$ cat src/hw/rtl/s2cd_pkg.sv
// Package for the seconds-to-calendar-date converter.
// Holds the pipeline depth, the divisors and reciprocals of the constant
// divisions, and the month start table. No dependencies.
`default_nettype none

package s2cd_pkg;

    // Number of register stages from the input word to the output register.
    localparam int unsigned NUM_STAGES = 13;

    // Seconds per day is 86400 = 128 * 675; the low 7 bits pass straight through.
    localparam logic [9:0]  DAY_BLK_DIV  = 10'd675;
    localparam logic [15:0] DAY_RECIP    = 16'd49710;   // floor(2^25 / 675)

    // Julian day number of the epoch plus the algorithm's offset.
    localparam logic [21:0] JDN_BASE     = 22'd2483589;

    // Days in 400 Gregorian years.
    localparam logic [17:0] DAYS_400Y    = 18'd146097;
    localparam logic [6:0]  CENT_RECIP   = 7'd114;      // floor(2^24 / 146097)

    // Days in 4 Julian years.
    localparam logic [10:0] DAYS_4Y      = 11'd1461;
    localparam logic [7:0]  YEAR4_RECIP  = 8'd179;      // floor(2^18 / 1461)

    // Day-of-year to month: (5 * a + 2) / 153.
    localparam logic [7:0]  MON_BLK_DIV  = 8'd153;
    localparam logic [3:0]  MON_RECIP    = 4'd13;       // floor(2^11 / 153)

    // Seconds per hour is 3600 = 16 * 225.
    localparam logic [7:0]  HOUR_BLK_DIV = 8'd225;
    localparam logic [5:0]  HOUR_RECIP   = 6'd36;       // floor(2^13 / 225)

    // Seconds per minute is 60 = 4 * 15.
    localparam logic [3:0]  MIN_BLK_DIV  = 4'd15;
    localparam logic [6:0]  MIN_RECIP    = 7'd68;       // floor(2^10 / 15)

    // Year assembly.
    localparam logic [6:0]  YEARS_PER_CENT = 7'd100;
    localparam logic [12:0] YEAR_BIAS      = 13'd4800;
    localparam logic [12:0] RTC_BASE_SUM   = 13'd6800;  // year bias plus 2000

    // Month index counts from March; indexes from this one fall in the next year.
    localparam logic [3:0]  MON_WRAP     = 4'd10;
    localparam logic [3:0]  MON_WRAP_SUB = 4'd9;
    localparam logic [3:0]  MON_MAR_ADD  = 4'd3;

    // Days before the start of each month, counted from March 1:
    // floor((153 * mo + 2) / 5).
    function automatic logic [8:0] month_start(input logic [3:0] mo);
        logic [8:0] days;
        begin
            case (mo)
                4'd0:    days = 9'd0;
                4'd1:    days = 9'd31;
                4'd2:    days = 9'd61;
                4'd3:    days = 9'd92;
                4'd4:    days = 9'd122;
                4'd5:    days = 9'd153;
                4'd6:    days = 9'd184;
                4'd7:    days = 9'd214;
                4'd8:    days = 9'd245;
                4'd9:    days = 9'd275;
                4'd10:   days = 9'd306;
                4'd11:   days = 9'd337;
                default: days = 9'd0;
            endcase
            return days;
        end
    endfunction

endpackage

`default_nettype wire

$ cat src/hw/rtl/s2cd_pipe_ctrl.sv
// Flow control of the converter pipeline: valid bits per stage and the
// common advance signal. Depends on s2cd_pkg for the stage count.
`default_nettype none

module s2cd_pipe_ctrl
    import s2cd_pkg::*;
(
    input  wire  i_clk,
    input  wire  i_rst_n,
    input  wire  i_in_valid,
    input  wire  i_out_ready,
    output logic o_advance,
    output logic o_out_valid
);

    logic [NUM_STAGES-1:0] r_valid;
    logic [NUM_STAGES-1:0] n_valid;

    // The whole pipeline moves unless a finished word waits at the output.
    assign o_advance   = ~r_valid[NUM_STAGES-1] | i_out_ready;
    assign o_out_valid = r_valid[NUM_STAGES-1];

    // Valid bits shift along with the data words.
    always_comb begin
        n_valid = {r_valid[NUM_STAGES-2:0], i_in_valid};
    end

    always_ff @(posedge i_clk) begin
        if (!i_rst_n) begin
            r_valid <= '0;
        end else if (o_advance) begin
            r_valid <= n_valid;
        end
    end

endmodule

`default_nettype wire

$ cat src/hw/rtl/seconds_to_calendar_date_top.sv
// Top level of the seconds-to-calendar-date converter: datapath stages.
// Depends on s2cd_pkg and s2cd_pipe_ctrl.
`default_nettype none

// Converts a 32-bit count of seconds since 2000-01-01 00:00:00 into time of
// day and Gregorian date (day, month, full year, and year minus 2000). The
// block is a 13-stage pipeline that takes one word per cycle while it does not
// hold; each word passes through the stage registers into the output register.
// The divisions by constants are reciprocal multiplies followed by one
// correction step, each spread over three stages; the Julian-day chain (days,
// 400-year cycles, 4-year cycles, months) sets the depth. When the output word
// is not taken the whole pipeline holds, so input ready follows output ready
// whenever the output register is full. Reset only clears the valid bits.
module seconds_to_calendar_date_top
    import s2cd_pkg::*;
(
    input  wire         i_clk,
    input  wire         i_rst_n,
    input  wire         i_in_valid,
    output logic        o_in_ready,
    input  wire  [31:0] i_seconds_count,
    output logic        o_out_valid,
    input  wire         i_out_ready,
    output logic [5:0]  o_second_of_minute,
    output logic [5:0]  o_minute_of_hour,
    output logic [4:0]  o_hour_of_day,
    output logic [4:0]  o_day_of_month,
    output logic [3:0]  o_month_of_year,
    output logic [11:0] o_full_year,
    output logic [7:0]  o_rtc_year
);

    logic w_advance;

    s2cd_pipe_ctrl u_ctrl (
        .i_clk       (i_clk),
        .i_rst_n     (i_rst_n),
        .i_in_valid  (i_in_valid),
        .i_out_ready (i_out_ready),
        .o_advance   (w_advance),
        .o_out_valid (o_out_valid)
    );

    assign o_in_ready = w_advance;

    // Stage registers.
    logic [31:0] r_s1_secs;
    logic [15:0] r_s1_dq0;
    logic [15:0] r_s2_dq0;
    logic [10:0] r_s2_r0;
    logic [6:0]  r_s2_lo7;
    logic [15:0] r_s3_days;
    logic [16:0] r_s3_tod;
    logic [23:0] r_s4_cx;
    logic [6:0]  r_s4_cq0;
    logic [16:0] r_s4_tod;
    logic [4:0]  r_s4_hq0;
    logic [6:0]  r_s5_cq0;
    logic [18:0] r_s5_cr0;
    logic [4:0]  r_s5_hq0;
    logic [8:0]  r_s5_hr0;
    logic [3:0]  r_s5_tlo4;
    logic [6:0]  r_s6_cent;
    logic [15:0] r_s6_a2;
    logic [4:0]  r_s6_hour;
    logic [11:0] r_s6_hrem;
    logic [6:0]  r_s7_cent;
    logic [17:0] r_s7_yx;
    logic [6:0]  r_s7_yq0;
    logic [4:0]  r_s7_hour;
    logic [11:0] r_s7_hrem;
    logic [5:0]  r_s7_mq0;
    logic [6:0]  r_s8_cent;
    logic [6:0]  r_s8_yq0;
    logic [11:0] r_s8_yr0;
    logic [4:0]  r_s8_hour;
    logic [5:0]  r_s8_mq0;
    logic [4:0]  r_s8_mr0;
    logic [1:0]  r_s8_slo2;
    logic [6:0]  r_s9_cent;
    logic [6:0]  r_s9_yr4;
    logic [8:0]  r_s9_a3;
    logic [4:0]  r_s9_hour;
    logic [5:0]  r_s9_minute;
    logic [5:0]  r_s9_second;
    logic [6:0]  r_s10_cent;
    logic [6:0]  r_s10_yr4;
    logic [8:0]  r_s10_a3;
    logic [10:0] r_s10_mx;
    logic [3:0]  r_s10_mo0;
    logic [4:0]  r_s10_hour;
    logic [5:0]  r_s10_minute;
    logic [5:0]  r_s10_second;
    logic [6:0]  r_s11_cent;
    logic [6:0]  r_s11_yr4;
    logic [8:0]  r_s11_a3;
    logic [3:0]  r_s11_mo0;
    logic [8:0]  r_s11_mr0;
    logic [4:0]  r_s11_hour;
    logic [5:0]  r_s11_minute;
    logic [5:0]  r_s11_second;
    logic [6:0]  r_s12_cent;
    logic [6:0]  r_s12_yr4;
    logic [8:0]  r_s12_a3;
    logic [3:0]  r_s12_mo;
    logic [4:0]  r_s12_hour;
    logic [5:0]  r_s12_minute;
    logic [5:0]  r_s12_second;
    logic [5:0]  r_second;
    logic [5:0]  r_minute;
    logic [4:0]  r_hour;
    logic [4:0]  r_day;
    logic [3:0]  r_month;
    logic [11:0] r_year;
    logic [7:0]  r_rtc;

    // Next values and intermediate terms.
    logic [40:0] s1_prod;
    logic [15:0] n_s1_dq0;
    logic [25:0] s2_prod;
    logic [25:0] s2_diff;
    logic [10:0] n_s2_r0;
    logic        s3_carry;
    logic [10:0] s3_rdiff;
    logic [9:0]  s3_rem;
    logic [15:0] n_s3_days;
    logic [16:0] n_s3_tod;
    logic [21:0] s4_jdn;
    logic [23:0] n_s4_cx;
    logic [30:0] s4_cprod;
    logic [6:0]  n_s4_cq0;
    logic [17:0] s4_hprod;
    logic [4:0]  n_s4_hq0;
    logic [23:0] s5_cprod;
    logic [23:0] s5_cdiff;
    logic [18:0] n_s5_cr0;
    logic [12:0] s5_hprod;
    logic [12:0] s5_hdiff;
    logic [8:0]  n_s5_hr0;
    logic        s6_cc;
    logic [18:0] s6_cdiff;
    logic [17:0] s6_rc;
    logic [18:0] s6_asum;
    logic [6:0]  n_s6_cent;
    logic [15:0] n_s6_a2;
    logic        s6_hc;
    logic [8:0]  s6_hdiff;
    logic [7:0]  s6_hr;
    logic [4:0]  n_s6_hour;
    logic [11:0] n_s6_hrem;
    logic [17:0] n_s7_yx;
    logic [24:0] s7_yprod;
    logic [6:0]  n_s7_yq0;
    logic [15:0] s7_mprod;
    logic [5:0]  n_s7_mq0;
    logic [17:0] s8_yprod;
    logic [17:0] s8_ydiff;
    logic [11:0] n_s8_yr0;
    logic [9:0]  s8_mprod;
    logic [9:0]  s8_mdiff;
    logic [4:0]  n_s8_mr0;
    logic        s9_yc;
    logic [11:0] s9_ydiff;
    logic [10:0] s9_ry;
    logic [11:0] s9_asum;
    logic [6:0]  n_s9_yr4;
    logic [8:0]  n_s9_a3;
    logic        s9_mc;
    logic [4:0]  s9_mdiff;
    logic [3:0]  s9_mr;
    logic [5:0]  n_s9_minute;
    logic [5:0]  n_s9_second;
    logic [10:0] n_s10_mx;
    logic [14:0] s10_mprod;
    logic [3:0]  n_s10_mo0;
    logic [10:0] s11_mprod;
    logic [10:0] s11_mdiff;
    logic [8:0]  n_s11_mr0;
    logic        s12_mc;
    logic [3:0]  n_s12_mo;
    logic [8:0]  s13_day;
    logic        s13_wrap;
    logic [3:0]  n_month;
    logic [12:0] s13_ysum;
    logic [12:0] s13_year;
    logic [12:0] s13_rtc;
    logic [4:0]  n_day;
    logic [11:0] n_year;
    logic [7:0]  n_rtc;

    // Stages 1 to 3: whole days and second of day, via 86400 = 128 * 675.
    always_comb begin
        s1_prod  = 41'(i_seconds_count[31:7]) * 41'(DAY_RECIP);
        n_s1_dq0 = s1_prod[40:25];

        s2_prod  = 26'(r_s1_dq0) * 26'(DAY_BLK_DIV);
        s2_diff  = 26'(r_s1_secs[31:7]) - s2_prod;
        n_s2_r0  = s2_diff[10:0];

        s3_carry  = (r_s2_r0 >= 11'(DAY_BLK_DIV));
        s3_rdiff  = r_s2_r0 - 11'(DAY_BLK_DIV);
        s3_rem    = s3_carry ? s3_rdiff[9:0] : r_s2_r0[9:0];
        n_s3_days = r_s2_dq0 + 16'(s3_carry);
        n_s3_tod  = {s3_rem, r_s2_lo7};
    end

    // Stages 4 to 6: 400-year cycles and hour of day.
    always_comb begin
        s4_jdn   = 22'(r_s3_days) + JDN_BASE;
        n_s4_cx  = {s4_jdn, 2'b11};
        s4_cprod = 31'(n_s4_cx) * 31'(CENT_RECIP);
        n_s4_cq0 = s4_cprod[30:24];
        s4_hprod = 18'(r_s3_tod[16:4]) * 18'(HOUR_RECIP);
        n_s4_hq0 = s4_hprod[17:13];

        s5_cprod = 24'(r_s4_cq0) * 24'(DAYS_400Y);
        s5_cdiff = r_s4_cx - s5_cprod;
        n_s5_cr0 = s5_cdiff[18:0];
        s5_hprod = 13'(r_s4_hq0) * 13'(HOUR_BLK_DIV);
        s5_hdiff = r_s4_tod[16:4] - s5_hprod;
        n_s5_hr0 = s5_hdiff[8:0];

        // Since 146097 is 1 mod 4, the day within the cycle follows from the
        // remainder and the low bits of the cycle count.
        s6_cc     = (r_s5_cr0 >= 19'(DAYS_400Y));
        s6_cdiff  = r_s5_cr0 - 19'(DAYS_400Y);
        s6_rc     = s6_cc ? s6_cdiff[17:0] : r_s5_cr0[17:0];
        n_s6_cent = r_s5_cq0 + 7'(s6_cc);
        s6_asum   = 19'(s6_rc) + 19'(n_s6_cent[1:0]) - 19'd3;
        n_s6_a2   = s6_asum[17:2];
        s6_hc     = (r_s5_hr0 >= 9'(HOUR_BLK_DIV));
        s6_hdiff  = r_s5_hr0 - 9'(HOUR_BLK_DIV);
        s6_hr     = s6_hc ? s6_hdiff[7:0] : r_s5_hr0[7:0];
        n_s6_hour = r_s5_hq0 + 5'(s6_hc);
        n_s6_hrem = {s6_hr, r_s5_tlo4};
    end

    // Stages 7 to 9: 4-year cycles, minute and second.
    always_comb begin
        n_s7_yx  = {r_s6_a2, 2'b11};
        s7_yprod = 25'(n_s7_yx) * 25'(YEAR4_RECIP);
        n_s7_yq0 = s7_yprod[24:18];
        s7_mprod = 16'(r_s6_hrem[11:2]) * 16'(MIN_RECIP);
        n_s7_mq0 = s7_mprod[15:10];

        s8_yprod = 18'(r_s7_yq0) * 18'(DAYS_4Y);
        s8_ydiff = r_s7_yx - s8_yprod;
        n_s8_yr0 = s8_ydiff[11:0];
        s8_mprod = 10'(r_s7_mq0) * 10'(MIN_BLK_DIV);
        s8_mdiff = r_s7_hrem[11:2] - s8_mprod;
        n_s8_mr0 = s8_mdiff[4:0];

        // 1461 is also 1 mod 4, so the day of year comes the same way.
        s9_yc       = (r_s8_yr0 >= 12'(DAYS_4Y));
        s9_ydiff    = r_s8_yr0 - 12'(DAYS_4Y);
        s9_ry       = s9_yc ? s9_ydiff[10:0] : r_s8_yr0[10:0];
        n_s9_yr4    = r_s8_yq0 + 7'(s9_yc);
        s9_asum     = 12'(s9_ry) + 12'(n_s9_yr4[1:0]) - 12'd3;
        n_s9_a3     = s9_asum[10:2];
        s9_mc       = (r_s8_mr0 >= 5'(MIN_BLK_DIV));
        s9_mdiff    = r_s8_mr0 - 5'(MIN_BLK_DIV);
        s9_mr       = s9_mc ? s9_mdiff[3:0] : r_s8_mr0[3:0];
        n_s9_minute = r_s8_mq0 + 6'(s9_mc);
        n_s9_second = {s9_mr, r_s8_slo2};
    end

    // Stages 10 to 12: month index counted from March.
    always_comb begin
        n_s10_mx  = 11'({r_s9_a3, 2'b00}) + 11'(r_s9_a3) + 11'd2;
        s10_mprod = 15'(n_s10_mx) * 15'(MON_RECIP);
        n_s10_mo0 = s10_mprod[14:11];

        s11_mprod = 11'(r_s10_mo0) * 11'(MON_BLK_DIV);
        s11_mdiff = r_s10_mx - s11_mprod;
        n_s11_mr0 = s11_mdiff[8:0];

        s12_mc   = (r_s11_mr0 >= 9'(MON_BLK_DIV));
        n_s12_mo = r_s11_mo0 + 4'(s12_mc);
    end

    // Stage 13: calendar fields for the output register.
    always_comb begin
        s13_day  = 9'(r_s12_a3) - month_start(r_s12_mo) + 9'd1;
        n_day    = s13_day[4:0];
        s13_wrap = (r_s12_mo >= MON_WRAP);
        n_month  = s13_wrap ? (r_s12_mo - MON_WRAP_SUB) : (r_s12_mo + MON_MAR_ADD);
        s13_ysum = 13'(r_s12_cent) * 13'(YEARS_PER_CENT) + 13'(r_s12_yr4)
                 + 13'(s13_wrap);
        s13_year = s13_ysum - YEAR_BIAS;
        n_year   = s13_year[11:0];
        s13_rtc  = s13_ysum - RTC_BASE_SUM;
        n_rtc    = (s13_ysum >= RTC_BASE_SUM) ? s13_rtc[7:0] : 8'd0;
    end

    // Data words move one stage whenever the pipeline advances.
    always_ff @(posedge i_clk) begin
        if (w_advance) begin
            r_s1_secs    <= i_seconds_count;
            r_s1_dq0     <= n_s1_dq0;

            r_s2_dq0     <= r_s1_dq0;
            r_s2_r0      <= n_s2_r0;
            r_s2_lo7     <= r_s1_secs[6:0];

            r_s3_days    <= n_s3_days;
            r_s3_tod     <= n_s3_tod;

            r_s4_cx      <= n_s4_cx;
            r_s4_cq0     <= n_s4_cq0;
            r_s4_tod     <= r_s3_tod;
            r_s4_hq0     <= n_s4_hq0;

            r_s5_cq0     <= r_s4_cq0;
            r_s5_cr0     <= n_s5_cr0;
            r_s5_hq0     <= r_s4_hq0;
            r_s5_hr0     <= n_s5_hr0;
            r_s5_tlo4    <= r_s4_tod[3:0];

            r_s6_cent    <= n_s6_cent;
            r_s6_a2      <= n_s6_a2;
            r_s6_hour    <= n_s6_hour;
            r_s6_hrem    <= n_s6_hrem;

            r_s7_cent    <= r_s6_cent;
            r_s7_yx      <= n_s7_yx;
            r_s7_yq0     <= n_s7_yq0;
            r_s7_hour    <= r_s6_hour;
            r_s7_hrem    <= r_s6_hrem;
            r_s7_mq0     <= n_s7_mq0;

            r_s8_cent    <= r_s7_cent;
            r_s8_yq0     <= r_s7_yq0;
            r_s8_yr0     <= n_s8_yr0;
            r_s8_hour    <= r_s7_hour;
            r_s8_mq0     <= r_s7_mq0;
            r_s8_mr0     <= n_s8_mr0;
            r_s8_slo2    <= r_s7_hrem[1:0];

            r_s9_cent    <= r_s8_cent;
            r_s9_yr4     <= n_s9_yr4;
            r_s9_a3      <= n_s9_a3;
            r_s9_hour    <= r_s8_hour;
            r_s9_minute  <= n_s9_minute;
            r_s9_second  <= n_s9_second;

            r_s10_cent   <= r_s9_cent;
            r_s10_yr4    <= r_s9_yr4;
            r_s10_a3     <= r_s9_a3;
            r_s10_mx     <= n_s10_mx;
            r_s10_mo0    <= n_s10_mo0;
            r_s10_hour   <= r_s9_hour;
            r_s10_minute <= r_s9_minute;
            r_s10_second <= r_s9_second;

            r_s11_cent   <= r_s10_cent;
            r_s11_yr4    <= r_s10_yr4;
            r_s11_a3     <= r_s10_a3;
            r_s11_mo0    <= r_s10_mo0;
            r_s11_mr0    <= n_s11_mr0;
            r_s11_hour   <= r_s10_hour;
            r_s11_minute <= r_s10_minute;
            r_s11_second <= r_s10_second;

            r_s12_cent   <= r_s11_cent;
            r_s12_yr4    <= r_s11_yr4;
            r_s12_a3     <= r_s11_a3;
            r_s12_mo     <= n_s12_mo;
            r_s12_hour   <= r_s11_hour;
            r_s12_minute <= r_s11_minute;
            r_s12_second <= r_s11_second;

            r_second     <= r_s12_second;
            r_minute     <= r_s12_minute;
            r_hour       <= r_s12_hour;
            r_day        <= n_day;
            r_month      <= n_month;
            r_year       <= n_year;
            r_rtc        <= n_rtc;
        end
    end

    // Output register drives the result ports.
    assign o_second_of_minute = r_second;
    assign o_minute_of_hour   = r_minute;
    assign o_hour_of_day      = r_hour;
    assign o_day_of_month     = r_day;
    assign o_month_of_year    = r_month;
    assign o_full_year        = r_year;
    assign o_rtc_year         = r_rtc;

endmodule

`default_nettype wire

$ cat config.mk
export PLATFORM = sky130hd
export DESIGN_NAME = seconds_to_calendar_date_top
export DESIGN_NICKNAME = d
export VERILOG_FILES = /design/src/hw/rtl/s2cd_pkg.sv /design/src/hw/rtl/s2cd_pipe_ctrl.sv /design/src/hw/rtl/seconds_to_calendar_date_top.sv
export SDC_FILE = /design/constraint.sdc
export NUM_CORES = 2
export LEC_CHECK = 0
export ABC_AREA = 0
export BUFFER_PORTS_ARGS = -buffer_cell sky130_fd_sc_hd__buf_2
export CELL_PAD_IN_SITES_DETAIL_PLACEMENT = 1
export CELL_PAD_IN_SITES_GLOBAL_PLACEMENT = 2
export CORE_MARGIN = 3
export CORE_UTILIZATION = 49
export DETAILED_ROUTE_END_ITERATION = 16
export PLACE_DENSITY = 0.84
export SLEW_MARGIN = 15
export SYNTH_ARGS = -nofsm -noshare
export SYNTH_HDL_FRONTEND = slang
export SYNTH_SLANG_ARGS = --single-unit
export TNS_END_PERCENT = 50
$ cat constraint.sdc
create_clock -name i_clk -period 68.8 [get_ports i_clk]
set_input_delay 13.76 -clock i_clk [delete_from_list [all_inputs] [get_ports i_clk]]
set_output_delay 13.76 -clock i_clk [all_outputs]
set_load 0.05 [all_outputs]
==> impl_metrics.env <==
export IMPL_crit_arrival_ps=15290
export IMPL_synth_seq_area_share_pct=43.1
export IMPL_slew_headroom_pct=27.0
export IMPL_slew_violations=0
export IMPL_critPathKind="primary input to output port"
export IMPL_initial_core_util_pct=49.8
export IMPL_pin_count=84
export IMPL_synth_warnings=0
export IMPL_final_setup_viol_count=0
export IMPL_worst_slew_pin_transition_ps=1090
export IMPL_gp_congestion=0.788
export IMPL_drt_iter0_drc=771
export IMPL_routedWlPerCell_um=16.8
export IMPL_clk_latency_ps=650
export IMPL_hold_buffers=0
export IMPL_die_area_um2=81300
export IMPL_numCtsBuffers=60
export IMPL_tns_ps=0
export IMPL_cp_end_kind="output port"
export IMPL_period_minus_slack_ps=29050
export IMPL_ys_ff_latch=554
export IMPL_status="completed"
export IMPL_synthArstFlopShare_pct=0
export IMPL_drive_above_1_share_pct=6.46
export IMPL_die_h_um=285
export IMPL_clkSlewWorstSetupHoldPaths_ps=60
export IMPL_antenna_cells=0
export IMPL_synth_flop_cell="edfxtp_1"
export IMPL_hold_viol=0
export IMPL_instances_no_fill=4265
export IMPL_fp_dieW_um=285
export IMPL_syn_inst=3047
export IMPL_synth_simple_area_share_pct=5.09
export IMPL_synth_top_family_by_area="adder cells"
export IMPL_synth_xor_area_share_pct=6.15
export IMPL_syn2layout_area_growth_pct=10.1
export IMPL_drt_pass1_iter_count=5
export IMPL_port_buffers=83
export IMPL_coreArea_um2=76600
export IMPL_dpl_hpwl_um=55900
export IMPL_routed_wl_um=71600
export IMPL_place_inst=4151
export IMPL_synth_fa_ha_area_share_pct=33.3
export IMPL_root_buffer="clkbuf_16"
export IMPL_grt_pass1_wl_um=121000
export IMPL_htree_levels=2
export IMPL_netlist_top_cell_by_area="edfxtp_1"
export IMPL_muxShareOfSynthArea_pct=0.331
export IMPL_synth_edf_count=536
export IMPL_grtUsageTotal_pct=18.0
export IMPL_ys_top_cells_by_area="edfxtp_1, ha_1, fa_1, inv_1, xnor2_1"
export IMPL_antenna_found_initial=0
export IMPL_avgSynthCellArea_um2=12.5
export IMPL_fin_crit_sh_pct=42.2
export IMPL_drc=0
export IMPL_grt_start_max_net_pins=184
export IMPL_synth_fp_nets=3941
export IMPL_cts_tree="yes"
export IMPL_synth_compound_area_share_pct=5.74
export IMPL_clock_skew_ps=33.5
export IMPL_grt_overflow=0
export IMPL_final_nets=4077
export IMPL_required_ps=55040
export IMPL_clock_fmax_ghz=0.0344
export IMPL_ant_nets=0
export IMPL_vias_per_cell=5.13
export IMPL_clock_sink_count=554
export IMPL_cts_setup_buffers=0
export IMPL_grt_pass1_vias=24903
export IMPL_hold_class="flip-flop to flip-flop"
export IMPL_synth_area_um2=38200
export IMPL_num_rows=101
export IMPL_crit_path_start_kind="primary input"
export IMPL_yosysTopAreaCellShare_pct=42.2
export IMPL_cts_max_path_buffers=3
export IMPL_drv_cap=0
export IMPL_vias=21891
export IMPL_grt_setup_unrepaired="no"
export IMPL_worstPathMaxFanout=127
export IMPL_synth_cell_types=71
export IMPL_post_cts_resized=0
-- layout by cell type (no fill, tap or decap), types with 12 or more instances in the layout --
master	Yosys	routed
a21boi_0	22	22
dfxtp_1	18	18
o21bai_1	21	21
a21o_1	37	37
nor2b_1	20	19
nor2_1	97	97
o21a_1	22	22
and2_1	12	12
nand3_1	40	40
clkbuf_16	0	60
xor2_1	75	75
nand2b_1	23	23
a21oi_1	84	84
nand2_1	97	97
ha_1	593	593
clkinv_2	0	16
bufinv_16	0	12
buf_2	2	83
nor3_1	22	22
inv_1	618	618
and3_1	18	18
fa_1	265	265
xnor2_1	193	193
edfxtp_1	536	536
o21ai_0	65	65
a211oi_1	14	14
-- cell type report --
type / instances / area (um^2)
well taps: 1030 / 1290
fillers: 7804 / 34500
clock inverters: 44 / 598
multi-input cells: 1860 / 19300
repair buffers: 87 / 462
inverters: 620 / 2330
flip-flops and latches: 554 / 16500
clock buffers: 70 / 1550
-- worst max-delay path, cell delays in order --
cell	delay, ps
buf_2	110
nor2b_2	590
inv_8	430
buf_2	360
-- stage by stage --
step / worst slack (ps) / hold WS, ps / area [um^2] / utilization [%]
after global placement: 39300 / 400 / 39900 / 52.1
after CTS: 39130 / 388 / 42000 / 54.9
final: 39750 / 393 / 42000 / 54.9
after floorplan: 25960 / 400 / 38200 / -
after detailed placement: 39150 / 405 / 39900 / 52.1
after global routing: 39560 / 384 / 42000 / 54.9
-- Yosys cell counts (all sizes together) (3+ instances only) --
| cell | count |
|---|---|
| nor3b | 4 |
| ha | 593 |
| nor4b | 3 |
| a41o | 4 |
| nor3 | 22 |
| a21oi | 84 |
| o21bai | 21 |
| o31ai | 5 |
| clkbuf | 11 |
| a211o | 4 |
| mux2 | 5 |
| nor2 | 99 |
| and3 | 18 |
| inv | 619 |
| a31oi | 5 |
| nand2b | 23 |
| nand4 | 12 |
| mux2i | 7 |
| xnor2 | 193 |
| a22oi | 3 |
| dfxtp | 18 |
| a211oi | 14 |
| o22ai | 3 |
| nor2b | 20 |
| a21boi | 22 |
| o31a | 7 |
| a21o | 37 |
| or2 | 7 |
| edfxtp | 536 |
| nand2 | 97 |
| a311oi | 5 |
| and2 | 12 |
| a2111oi | 5 |
| nand3 | 40 |
| fa | 265 |
| nor4 | 11 |
| o21a | 22 |
| o21ai | 65 |
| o211ai | 7 |
| o2111ai | 6 |
| or3 | 9 |
| xor2 | 75 |
-- path summary, 6_finish.rpt --
check / from / endpoint / slack (ps) / cells past startpoint
worst max-delay path: i_out_ready / o_in_ready / 39750 / 4
worst min-delay path: r_s9_second[0]$_DFFE_PN_ / r_s10_second[0]$_DFFE_PN_ / 390 / 0
worst max register to register: r_s3_days[0]$_DFFE_PN_ / r_s4_cq0[4]$_DFFE_PN_ / 62860 / 23
worst min register to register: r_s9_second[0]$_DFFE_PN_ / r_s10_second[0]$_DFFE_PN_ / 390 / 0
-- sequential cells by signal (all words and copies together) (netlist names), 11 cells and up, named ones only --
signal,cells
o_full_year,12
r_s1_dq0,16
r_s1_secs,18
r_s2_dq0,16
r_s2_r0,11
r_s3_days,16
r_s3_tod,17
r_s4_cx,17
r_s4_tod,13
r_s5_cr0,19
r_s6_a2,16
r_s6_hrem,12
r_s8_yr0,12
u_ctrl.r_valid,13
-- cells by family after synthesis --
| kind of cell | after synthesis |
|---|---|
| AO/OA/AOI/OAI | 333 |
| XOR/XNOR | 268 |
| adder cells (fa/ha/maj) | 858 |
| buffers and inverters | 633 |
| flip-flops | 554 |
| multiplexers | 12 |
| other | 2 |
| AND/OR/NAND/NOR | 387 |
-- metal layers --
layer,track usage [%],wire length (um),vias up
met5,0,0,-
met4,4.44,1550,0
met3,2.05,1590,111
met2,35.3,39400,210
met1,20.7,29000,10970
li1,-,-,10600
Power is not shown: default switching activity piles up to over one toggle a cycle in this logic, so the estimate is an artifact.
